File: src/csl_pkg.sv
// Shared types, codes and character helpers for the C subset lexer.
// No dependencies; every other file of the block but csl_char_if and the assertion header uses it.
`timescale 1ns / 1ps

package csl_pkg;

  localparam int unsigned MAX_TOKEN_LEN = 64;
  localparam int unsigned LEN_W = 7;
  localparam int unsigned KIND_W = 4;
  localparam int unsigned WIN_BYTES = 6;

  localparam logic [LEN_W-1:0] LEN_MAX = LEN_W'(MAX_TOKEN_LEN);

  // Token kinds
  localparam logic [KIND_W-1:0] KIND_BRACE_OPEN  = 4'd0;
  localparam logic [KIND_W-1:0] KIND_BRACE_CLOSE = 4'd1;
  localparam logic [KIND_W-1:0] KIND_PAREN_OPEN  = 4'd2;
  localparam logic [KIND_W-1:0] KIND_PAREN_CLOSE = 4'd3;
  localparam logic [KIND_W-1:0] KIND_SEMI        = 4'd4;
  localparam logic [KIND_W-1:0] KIND_INT         = 4'd5;
  localparam logic [KIND_W-1:0] KIND_RETURN      = 4'd6;
  localparam logic [KIND_W-1:0] KIND_IDENT       = 4'd7;
  localparam logic [KIND_W-1:0] KIND_DEC         = 4'd8;
  localparam logic [KIND_W-1:0] KIND_HEX         = 4'd9;
  localparam logic [KIND_W-1:0] KIND_UNKNOWN     = 4'd10;
  localparam logic [KIND_W-1:0] KIND_BAD         = 4'd11;

  // Hex prefix tracking
  localparam logic [1:0] HEX_NONE   = 2'd0;
  localparam logic [1:0] HEX_ZERO   = 2'd1;
  localparam logic [1:0] HEX_PREFIX = 2'd2;
  localparam logic [1:0] HEX_DIGITS = 2'd3;

  // Characters
  localparam logic [7:0] CH_QUOTE       = 8'h22;
  localparam logic [7:0] CH_ZERO        = 8'h30;
  localparam logic [7:0] CH_UNDERSCORE  = 8'h5F;
  localparam logic [7:0] CH_SPACE       = 8'h20;
  localparam logic [7:0] CH_TAB         = 8'h09;
  localparam logic [7:0] CH_CR          = 8'h0D;
  localparam logic [7:0] CH_X_LOWER     = 8'h78;
  localparam logic [7:0] CH_X_UPPER     = 8'h58;
  localparam logic [7:0] CH_BRACE_OPEN  = 8'h7B;
  localparam logic [7:0] CH_BRACE_CLOSE = 8'h7D;
  localparam logic [7:0] CH_PAREN_OPEN  = 8'h28;
  localparam logic [7:0] CH_PAREN_CLOSE = 8'h29;
  localparam logic [7:0] CH_SEMI        = 8'h3B;

  typedef enum logic [2:0] {
    MODE_IDLE,
    MODE_NUM,
    MODE_IDENT,
    MODE_QUOTE,
    MODE_HALT
  } lex_mode_t;

  // Running summary of the word being scanned
  typedef struct packed {
    logic [LEN_W-1:0]               len;
    logic [WIN_BYTES-1:0][7:0]      window;
    logic                           all_dec;
    logic [1:0]                     hex;
  } word_t;

  typedef struct packed {
    logic [KIND_W-1:0] kind;
    logic [LEN_W-1:0]  len;
    logic              last;
  } tok_t;

  // Up to two results made by one character
  typedef struct packed {
    logic v0;
    logic v1;
    tok_t r0;
    tok_t r1;
  } res_pair_t;

  function automatic logic dec_char(logic [7:0] c);
    return (c >= 8'h30) && (c <= 8'h39);
  endfunction

  function automatic logic alpha_char(logic [7:0] c);
    return ((c >= 8'h61) && (c <= 8'h7A)) || ((c >= 8'h41) && (c <= 8'h5A));
  endfunction

  function automatic logic is_hex(logic [7:0] c);
    return dec_char(c) || ((c >= 8'h61) && (c <= 8'h66)) || ((c >= 8'h41) && (c <= 8'h46));
  endfunction

  function automatic logic blank_char(logic [7:0] c);
    return (c == CH_SPACE) || ((c >= CH_TAB) && (c <= CH_CR));
  endfunction

  function automatic logic punct_char(logic [7:0] c);
    return (c == CH_BRACE_OPEN) || (c == CH_BRACE_CLOSE) || (c == CH_PAREN_OPEN) ||
           (c == CH_PAREN_CLOSE) || (c == CH_SEMI);
  endfunction

  function automatic logic [KIND_W-1:0] special_kind(logic [7:0] c);
    logic [KIND_W-1:0] k;
    case (c)
      CH_BRACE_OPEN:  k = KIND_BRACE_OPEN;
      CH_BRACE_CLOSE: k = KIND_BRACE_CLOSE;
      CH_PAREN_OPEN:  k = KIND_PAREN_OPEN;
      CH_PAREN_CLOSE: k = KIND_PAREN_CLOSE;
      default:        k = KIND_SEMI;
    endcase
    return k;
  endfunction

  function automatic word_t clear_word();
    word_t w;
    w.len     = '0;
    w.window  = '0;
    w.all_dec = 1'b1;
    w.hex     = HEX_NONE;
    return w;
  endfunction

  // Fold one character into the word summary
  function automatic word_t add_char(word_t w, logic [7:0] c);
    word_t r;
    r = w;
    if (w.len == '0) begin
      r.hex = (c == CH_ZERO) ? HEX_ZERO : HEX_NONE;
    end else if (w.hex == HEX_ZERO) begin
      r.hex = ((c == CH_X_LOWER) || (c == CH_X_UPPER)) ? HEX_PREFIX : HEX_NONE;
    end else if ((w.hex == HEX_PREFIX) || (w.hex == HEX_DIGITS)) begin
      r.hex = is_hex(c) ? HEX_DIGITS : HEX_NONE;
    end
    if (!dec_char(c)) begin
      r.all_dec = 1'b0;
    end
    if (w.len < LEN_W'(WIN_BYTES)) begin
      r.window[w.len[2:0]] = c;
    end
    if (w.len < LEN_MAX) begin
      r.len = w.len + LEN_W'(1);
    end
    return r;
  endfunction

  function automatic logic [KIND_W-1:0] classify(lex_mode_t m, word_t w);
    logic [KIND_W-1:0] k;
    logic kw_int;
    logic kw_ret;
    kw_int = (w.len == LEN_W'(3)) && (w.window[0] == 8'h69) && (w.window[1] == 8'h6E) &&
             (w.window[2] == 8'h74);
    kw_ret = (w.len == LEN_W'(6)) && (w.window[0] == 8'h72) && (w.window[1] == 8'h65) &&
             (w.window[2] == 8'h74) && (w.window[3] == 8'h75) && (w.window[4] == 8'h72) &&
             (w.window[5] == 8'h6E);
    k = KIND_UNKNOWN;
    if (m == MODE_IDENT) begin
      k = kw_int ? KIND_INT : (kw_ret ? KIND_RETURN : KIND_IDENT);
    end else if (m == MODE_NUM) begin
      if (w.all_dec) begin
        k = KIND_DEC;
      end else if (w.hex == HEX_DIGITS) begin
        k = KIND_HEX;
      end
    end
    return k;
  endfunction

endpackage

File: src/csl_char_if.sv
// Character channel: valid/ready handshake carrying one source byte.
// Uses csl_pkg for nothing; stands alone after the package.
`timescale 1ns / 1ps

interface csl_char_if;
  logic       valid;
  logic       ready;
  logic [7:0] ch;
  logic       end_of_input;

  modport source (output valid, output ch, output end_of_input, input ready);
  modport sink (input valid, input ch, input end_of_input, output ready);
endinterface

File: src/csl_tok_if.sv
// Token channel: valid/ready handshake carrying one token result.
// Widths from csl_pkg.
`timescale 1ns / 1ps

interface csl_tok_if;
  logic                          valid;
  logic                          ready;
  logic [csl_pkg::KIND_W-1:0]    token_kind;
  logic [csl_pkg::LEN_W-1:0]     token_length;
  logic                          is_last;

  modport source (output valid, output token_kind, output token_length, output is_last,
                  input ready);
  modport sink (input valid, input token_kind, input token_length, input is_last,
                output ready);
endinterface

File: src/csl_core.sv
// Lexer state and per-character decision logic: mode, word summary, results.
// Depends on csl_pkg.
`timescale 1ns / 1ps

module csl_core (
  input  logic                clk,
  input  logic                rst,
  input  logic                fire,
  input  logic [7:0]          ch,
  input  logic                end_of_input,
  output csl_pkg::res_pair_t  res
);

  csl_pkg::lex_mode_t mode, mode_next;
  csl_pkg::word_t     word, word_next;

  csl_pkg::word_t          word_add;
  logic [csl_pkg::KIND_W-1:0] close_kind;
  logic                    is_q;
  logic                    takes;
  csl_pkg::res_pair_t      res_raw;

  // Character classes and the closing kind of the pending word
  assign word_add   = csl_pkg::add_char(word, ch);
  assign close_kind = csl_pkg::classify(mode, word);
  assign is_q       = (ch == csl_pkg::CH_QUOTE);
  assign takes      = csl_pkg::dec_char(ch) || csl_pkg::alpha_char(ch) ||
                      ((mode == csl_pkg::MODE_IDENT) && (ch == csl_pkg::CH_UNDERSCORE));

  // Next mode and word
  always_comb begin
    mode_next = mode;
    word_next = word;
    if (mode == csl_pkg::MODE_HALT) begin
      mode_next = mode;
    end else if (end_of_input) begin
      mode_next = csl_pkg::MODE_IDLE;
      word_next = csl_pkg::clear_word();
    end else begin
      case (mode)
        csl_pkg::MODE_QUOTE: begin
          if (is_q) begin
            mode_next = csl_pkg::MODE_IDLE;
            word_next = csl_pkg::clear_word();
          end else begin
            word_next = word_add;
          end
        end
        csl_pkg::MODE_NUM, csl_pkg::MODE_IDENT: begin
          if (takes) begin
            word_next = word_add;
          end else if (is_q) begin
            mode_next = csl_pkg::MODE_QUOTE;
            word_next = csl_pkg::add_char(csl_pkg::clear_word(), ch);
          end else if (csl_pkg::blank_char(ch) || csl_pkg::punct_char(ch)) begin
            mode_next = csl_pkg::MODE_IDLE;
            word_next = csl_pkg::clear_word();
          end else begin
            mode_next = csl_pkg::MODE_HALT;
            word_next = csl_pkg::clear_word();
          end
        end
        default: begin
          word_next = csl_pkg::add_char(csl_pkg::clear_word(), ch);
          if (csl_pkg::blank_char(ch)) begin
            word_next = word;
          end else if (csl_pkg::dec_char(ch)) begin
            mode_next = csl_pkg::MODE_NUM;
          end else if (is_q) begin
            mode_next = csl_pkg::MODE_QUOTE;
          end else if (csl_pkg::alpha_char(ch) || (ch == csl_pkg::CH_UNDERSCORE)) begin
            mode_next = csl_pkg::MODE_IDENT;
          end else if (csl_pkg::punct_char(ch)) begin
            word_next = word;
          end else begin
            mode_next = csl_pkg::MODE_HALT;
            word_next = csl_pkg::clear_word();
          end
        end
      endcase
    end
  end

  // Results made by this character
  always_comb begin
    res_raw = '0;
    if (mode == csl_pkg::MODE_HALT) begin
      res_raw.v0 = 1'b0;
    end else if (end_of_input) begin
      if ((mode != csl_pkg::MODE_IDLE) && (word.len != '0)) begin
        res_raw.v0      = 1'b1;
        res_raw.r0.kind = close_kind;
        res_raw.r0.len  = word.len;
      end
    end else begin
      case (mode)
        csl_pkg::MODE_QUOTE: begin
          if (is_q) begin
            res_raw.v0      = 1'b1;
            res_raw.r0.kind = csl_pkg::KIND_UNKNOWN;
            res_raw.r0.len  = word_add.len;
          end
        end
        csl_pkg::MODE_NUM, csl_pkg::MODE_IDENT: begin
          if (!takes) begin
            res_raw.v0      = 1'b1;
            res_raw.r0.kind = close_kind;
            res_raw.r0.len  = word.len;
            if (!csl_pkg::blank_char(ch) && !is_q) begin
              if (csl_pkg::punct_char(ch)) begin
                res_raw.v1      = 1'b1;
                res_raw.r1.kind = csl_pkg::special_kind(ch);
                res_raw.r1.len  = csl_pkg::LEN_W'(1);
              end else begin
                // Illegal byte drops the pending word
                res_raw.r0.kind = csl_pkg::KIND_BAD;
                res_raw.r0.len  = csl_pkg::LEN_W'(1);
              end
            end
          end
        end
        default: begin
          if (csl_pkg::punct_char(ch)) begin
            res_raw.v0      = 1'b1;
            res_raw.r0.kind = csl_pkg::special_kind(ch);
            res_raw.r0.len  = csl_pkg::LEN_W'(1);
          end else if (!csl_pkg::blank_char(ch) && !csl_pkg::dec_char(ch) && !is_q &&
                       !csl_pkg::alpha_char(ch) && (ch != csl_pkg::CH_UNDERSCORE)) begin
            res_raw.v0      = 1'b1;
            res_raw.r0.kind = csl_pkg::KIND_BAD;
            res_raw.r0.len  = csl_pkg::LEN_W'(1);
          end
        end
      endcase
    end
    res_raw.r0.last = !res_raw.v1;
    res_raw.r1.last = 1'b1;
  end

  // Gate results with the input transaction
  always_comb begin
    res    = res_raw;
    res.v0 = res_raw.v0 & fire;
    res.v1 = res_raw.v1 & fire;
  end

  // Hold state between transactions
  always_ff @(posedge clk) begin
    if (rst) begin
      mode <= csl_pkg::MODE_IDLE;
      word <= csl_pkg::clear_word();
    end else if (fire) begin
      mode <= mode_next;
      word <= word_next;
    end
  end

endmodule

File: src/csl_outq.sv
// Result queue: takes up to two tokens a cycle, hands out one a cycle while out_ready.
// Depends on csl_pkg.
`timescale 1ns / 1ps

module csl_outq (
  input  logic                clk,
  input  logic                rst,
  input  csl_pkg::res_pair_t  push,
  output logic                room,
  output logic                out_valid,
  input  logic                out_ready,
  output csl_pkg::tok_t       out_tok
);

  localparam int unsigned DEPTH = 4;
  localparam int unsigned PTR_W = $clog2(DEPTH);
  localparam int unsigned CNT_W = PTR_W + 1;

  csl_pkg::tok_t    entries [DEPTH];
  logic [PTR_W-1:0] wptr, rptr;
  logic [CNT_W-1:0] count, count_next;
  logic             pop;
  logic [CNT_W-1:0] push_n;

  // Room for a full pair of results
  assign room      = (count <= CNT_W'(DEPTH - 2));
  assign out_valid = (count != '0);
  assign out_tok   = entries[rptr];
  assign pop       = out_valid && out_ready;
  assign push_n    = CNT_W'(push.v0) + CNT_W'(push.v1);
  assign count_next = count + push_n - CNT_W'(pop);

  // Write entries
  always_ff @(posedge clk) begin
    if (push.v0) begin
      entries[wptr] <= push.r0;
    end
    if (push.v1) begin
      entries[wptr + PTR_W'(1)] <= push.r1;
    end
  end

  // Advance pointers and count
  always_ff @(posedge clk) begin
    if (rst) begin
      wptr  <= '0;
      rptr  <= '0;
      count <= '0;
    end else begin
      wptr  <= wptr + push_n[PTR_W-1:0];
      rptr  <= rptr + PTR_W'(pop);
      count <= count_next;
    end
  end

endmodule

File: src/c_subset_lexer.sv
// Top level of the C subset lexer: core decision logic plus result queue.
// Depends on csl_pkg, csl_char_if, csl_tok_if, csl_core, csl_outq.
`timescale 1ns / 1ps

// Channel    Dir  Payload                              Transaction
// char_in    in   ch[7:0], end_of_input                one source byte or end mark
// token_out  out  token_kind[3:0], token_length[6:0],  one token result
//                 is_last
//
// One character per cycle when token_out is taken at one per cycle and each
// character gives at most one token; the 4-entry queue has a single read
// port, so the two tokens of a character leave it one at a time.
// A character is taken whenever the queue has room for two tokens.
// Results are registered in the queue when the character is taken.
// Synchronous reset clears mode, word summary and the queue.

module c_subset_lexer (
  input  logic       clk,
  input  logic       rst,
  csl_char_if.sink   char_in,
  csl_tok_if.source  token_out
);

  logic               fire;
  logic               room;
  csl_pkg::res_pair_t res;
  csl_pkg::tok_t      head;

  assign char_in.ready = room;
  assign fire          = char_in.valid && room;

  csl_core u_core (
    .clk          (clk),
    .rst          (rst),
    .fire         (fire),
    .ch           (char_in.ch),
    .end_of_input (char_in.end_of_input),
    .res          (res)
  );

  csl_outq u_outq (
    .clk       (clk),
    .rst       (rst),
    .push      (res),
    .room      (room),
    .out_valid (token_out.valid),
    .out_ready (token_out.ready),
    .out_tok   (head)
  );

  // Drive token payload
  assign token_out.token_kind   = head.kind;
  assign token_out.token_length = head.len;
  assign token_out.is_last      = head.last;

endmodule

File: src/flat_wrapper.sv
// flat-port wrapper written by rule: the top's interface ports become plain ports
module c_subset_lexer_flat 
  (clk, rst, char_in_valid, char_in_ch, char_in_end_of_input, char_in_ready, token_out_valid, token_out_token_kind, token_out_token_length, token_out_is_last, token_out_ready);
  csl_char_if char_in_i ();
  csl_tok_if token_out_i ();
  input  logic clk;
  input  logic rst;
  input wire logic [$bits(char_in_i.valid)-1:0] char_in_valid;
  input wire logic [$bits(char_in_i.ch)-1:0] char_in_ch;
  input wire logic [$bits(char_in_i.end_of_input)-1:0] char_in_end_of_input;
  output wire logic [$bits(char_in_i.ready)-1:0] char_in_ready;
  output wire logic [$bits(token_out_i.valid)-1:0] token_out_valid;
  output wire logic [$bits(token_out_i.token_kind)-1:0] token_out_token_kind;
  output wire logic [$bits(token_out_i.token_length)-1:0] token_out_token_length;
  output wire logic [$bits(token_out_i.is_last)-1:0] token_out_is_last;
  input wire logic [$bits(token_out_i.ready)-1:0] token_out_ready;
  assign char_in_i.valid = char_in_valid;
  assign char_in_i.ch = char_in_ch;
  assign char_in_i.end_of_input = char_in_end_of_input;
  assign char_in_ready = char_in_i.ready;
  assign token_out_valid = token_out_i.valid;
  assign token_out_token_kind = token_out_i.token_kind;
  assign token_out_token_length = token_out_i.token_length;
  assign token_out_is_last = token_out_i.is_last;
  assign token_out_i.ready = token_out_ready;
  c_subset_lexer u_core (.clk(clk), .rst(rst), .char_in(char_in_i), .token_out(token_out_i));
endmodule
File: config.mk
export PLATFORM = sky130hd
export DESIGN_NAME = c_subset_lexer_flat
export DESIGN_NICKNAME = d
export VERILOG_FILES = /design/src/csl_pkg.sv /design/src/csl_char_if.sv /design/src/csl_tok_if.sv /design/src/csl_core.sv /design/src/csl_outq.sv /design/src/c_subset_lexer.sv /design/src/flat_wrapper.sv
export SDC_FILE = /design/constraint.sdc
export NUM_CORES = 1
export LEC_CHECK = 0
export BUFFER_PORTS_ARGS = -buffer_cell sky130_fd_sc_hd__buf_4
export CAP_MARGIN = 20
export CORE_MARGIN = 3
export CORE_UTILIZATION = 31
export CTS_CLUSTER_DIAMETER = 40
export DETAILED_ROUTE_END_ITERATION = 10
export SKIP_LAST_GASP = 1
export SYNTH_ARGS = -nofsm -noshare
export SYNTH_HDL_FRONTEND = slang
export SYNTH_SLANG_ARGS = --single-unit
File: constraint.sdc
create_clock -name clk -period 4.3 [get_ports clk]
set_input_delay 0 -clock clk [delete_from_list [all_inputs] [get_ports clk]]
set_output_delay 0 -clock clk [all_outputs]
set_load 0.01 [all_outputs]
==> impl_metrics.toml <==
[clock_tree]
postCtsSetupBuffers = 0
cts.reportedPaths.clkPinSlew_ns = 0.06
numCtsBuffers = 17
ctsResizeCount = 0
cts_max_level = 4
tritoncts = "built"
max-clock-path-buffers = 2
cts-root-buf = "clkbuf_16"
hold_buffers = 0
cts_sinks = 116
clkLatencyLatePin_ns = 0.42

[run]
maxCapViolCount = 0

[yosys]
synth_edf_count = 16
synth_common_cells = "dfxtp_1 (100), nor2_1 (62), a22o_1 (46)"
yosys.cell_count.top_type = "dfxtp_1"
syn-instance-count = 635
yosysTopAreaCell = "dfxtp_1"
yosysSeqAreaShare = 0.4045
syn_area_um2 = 6137
synth_cell_types = 77
synth_area_leaders = "dfxtp_1 (33%), edfxtp_1 (7.8%), a22o_1 (6.6%)"
synthArstFlopShare = 0
ys_warn_count = 0
ys.flop_type = "dfxtp_1"
yosysTopAreaCellShare = 0.3262
ys_seq_elements = 116
synth_nets = 658
syn_avg_cell_area_um2 = 9.665

[die]
core_region_area_um2 = 19080
dieArea_um2 = 21520
rows = 50
start_util = 0.3216
die_w_um = 146.7
io_pins = 27
die_h_um = 146.7

[drt]
met1_length_mm = 7.844
dr.pass1.iters = 6
vias = 5088
final_antenna_net_count = 0
dr.first_iter.drc_count = 561
drt-vias-per-instance = 5.489
wire_per_inst_um = 17.70
topRoutingLayerUsed = "met4"
wl_met2_mm = 7.327
wl_met3_mm = 1.017
drc_errors = 0
wl_mm = 16.41

[global_route]
grt_max_degree = 40
grt_pass1_vias = 4931
grt_remaining_overflow = 0
grt_pass1_wl_mm = 27.54
track_usage = 0.1576
antenna_found_initial = 0

[status]
outcome = "finished clean"

[sta]
worst_pin_slew_ns = 0.9090
setup_viol = 0
grt_setup_unrepaired = "false"
clock.fmax_mhz = 267.4
report.final.hold_viol_count = 0
setup_slack_ns = 0.5606
tns_ns = 0
fin_crit_ns = 3.739
slew_headroom = 0.3940
fin_crit_sh = 0.8696
clock_skew_ns = 0.007405
slew_viol_final = 0

[critical_path]
crit_fanout = 14
start_kind = "flip-flop"
path_cells = "o21bai_1, a41oi_1, o41ai_4, o21ai_2, nor2_1, ha_1, inv_1, ha_1, inv_1, ha_1, fa_1, xor2_1, xnor2_1, nor2_1"
path_class = "reg2reg"
cp-end-kind = "flip-flop"
critPathTopFamily = "compound AO/OA/AOI/OAI gates"
slowest_delay_ns = 0.47
worst_ep_required_time_ns = 4.59
crit_top_cell = "ha_1"
critPathBufInv = 2
cpMaxStageDelayCell = "a41oi_1"
crit_arrival_ns = 4.03

[pwr]
switchingPower_w = 0.0009166
p_comb_frac = 0.168
switching_share = 0.2823
p_seq_frac = 0.381
clkPwrFrac = 0.450
ir_drop_mv = 0.2994
cellLeakagePower_nw = 2.464
p_int_w = 0.002331
p_per_area_nw_per_um2 = 450.5

[finish]
final-seq-area_um2 = 2482
drive_above_1_share = 0.1574
n_fill_cell = 1901
syn_to_final_growth_pct = 17.45
antenna_cells = 0
finalNetCount = 677
fin_util = 0.3778
multi_input_area_um2 = 3453

[hold_path]
hold_class = "in2reg"

[placed_design]
port_buffers = 26
dpl.hpwl_mm = 11.63
preCtsSetupSlack_ns = 0.6138
gp_congestion = 0.9468
## routing by layer
metal | up-vias | track usage
met2 | 162 | 0.2372
li1 | 2468 | -
met3 | 24 | 0.03115
met5 | - | 0
met1 | 2434 | 0.2261
met4 | 0 | 0.05362
## metrics by stage
step                total power [W]  cell area [um2]  instances  hold slack [ns]
global placement           0.001806             6588        895           0.4350
detailed placement         0.001812             6588        895           0.4478
floorplan                  0.001635             6137        635           0.3151
CTS                        0.003273             7208        927         0.009790
finish                     0.003247             7208        927          0.01294
global route               0.003388             7208        927          0.03651
## final timing paths
path	endpoint	depth (start not counted)	from	slack, ns
max	u_core.u_outq.count[2]	14	u_core.u_core.mode[2]	0.56
min	u_core.u_core.mode[2]	2	rst	0.01
max reg2reg	u_core.u_outq.count[2]	14	u_core.u_core.mode[2]	0.56
min reg2reg	u_core.u_outq.entries[3][0]	2	u_core.u_outq.entries[3][0]	0.47
## cells in the final DEF (no fill, tap or decap), drive strengths merged, types with 10 or more instances in the layout
master / count
nand3: 22
and2: 10
edfxtp: 16
inv: 13
dfxtp: 100
a31oi: 11
a21oi: 30
nor2: 62
nand2: 44
buf: 38
mux2i: 35
nor3: 19
o21ai: 24
nor2b: 16
clkbuf: 19
a22o: 46
mux4: 12
## cell families after synthesis
kind of cell / synth area share
AO/OA/AOI/OAI: 0.2098
adder cells (fa/ha/maj): 0.02324
buffers and inverters: 0.03384
multiplexers: 0.1011
flip-flops: 0.4045
XOR/XNOR: 0.008563
AND/OR/NAND/NOR: 0.2190
## layout make-up
cell class                 count  area share
clock buffer                  19     0.06596
clock inverter                13     0.02014
sequential                   116      0.3444
inverter                      11    0.005728
multi-input combinational    470      0.4791
timing repair buffer          38     0.03958
tap                          260     0.04513
## sequential cells by signal (all words and copies together), names as in the netlist
name	flops
u_core.u_outq.rptr	2
u_core.u_outq.wptr	2
u_core.u_outq.count	3
u_core.u_core.word	58
u_core.u_outq.entries	48
u_core.u_core.mode	3
## power groups by stage
stage | logic [W] | registers [W] | clock network (W)
2_1_floorplan | 0.000425 | 0.00121 | 0
6_report | 0.000546 | 0.00124 | 0.00146
3_5_place_dp | 0.000547 | 0.00127 | 0
3_3_place_gp | 0.000543 | 0.00126 | 0
5_1_grt | 0.000603 | 0.00126 | 0.00153
4_1_cts | 0.000548 | 0.00124 | 0.00148
Power figures use the tool's default switching activity.
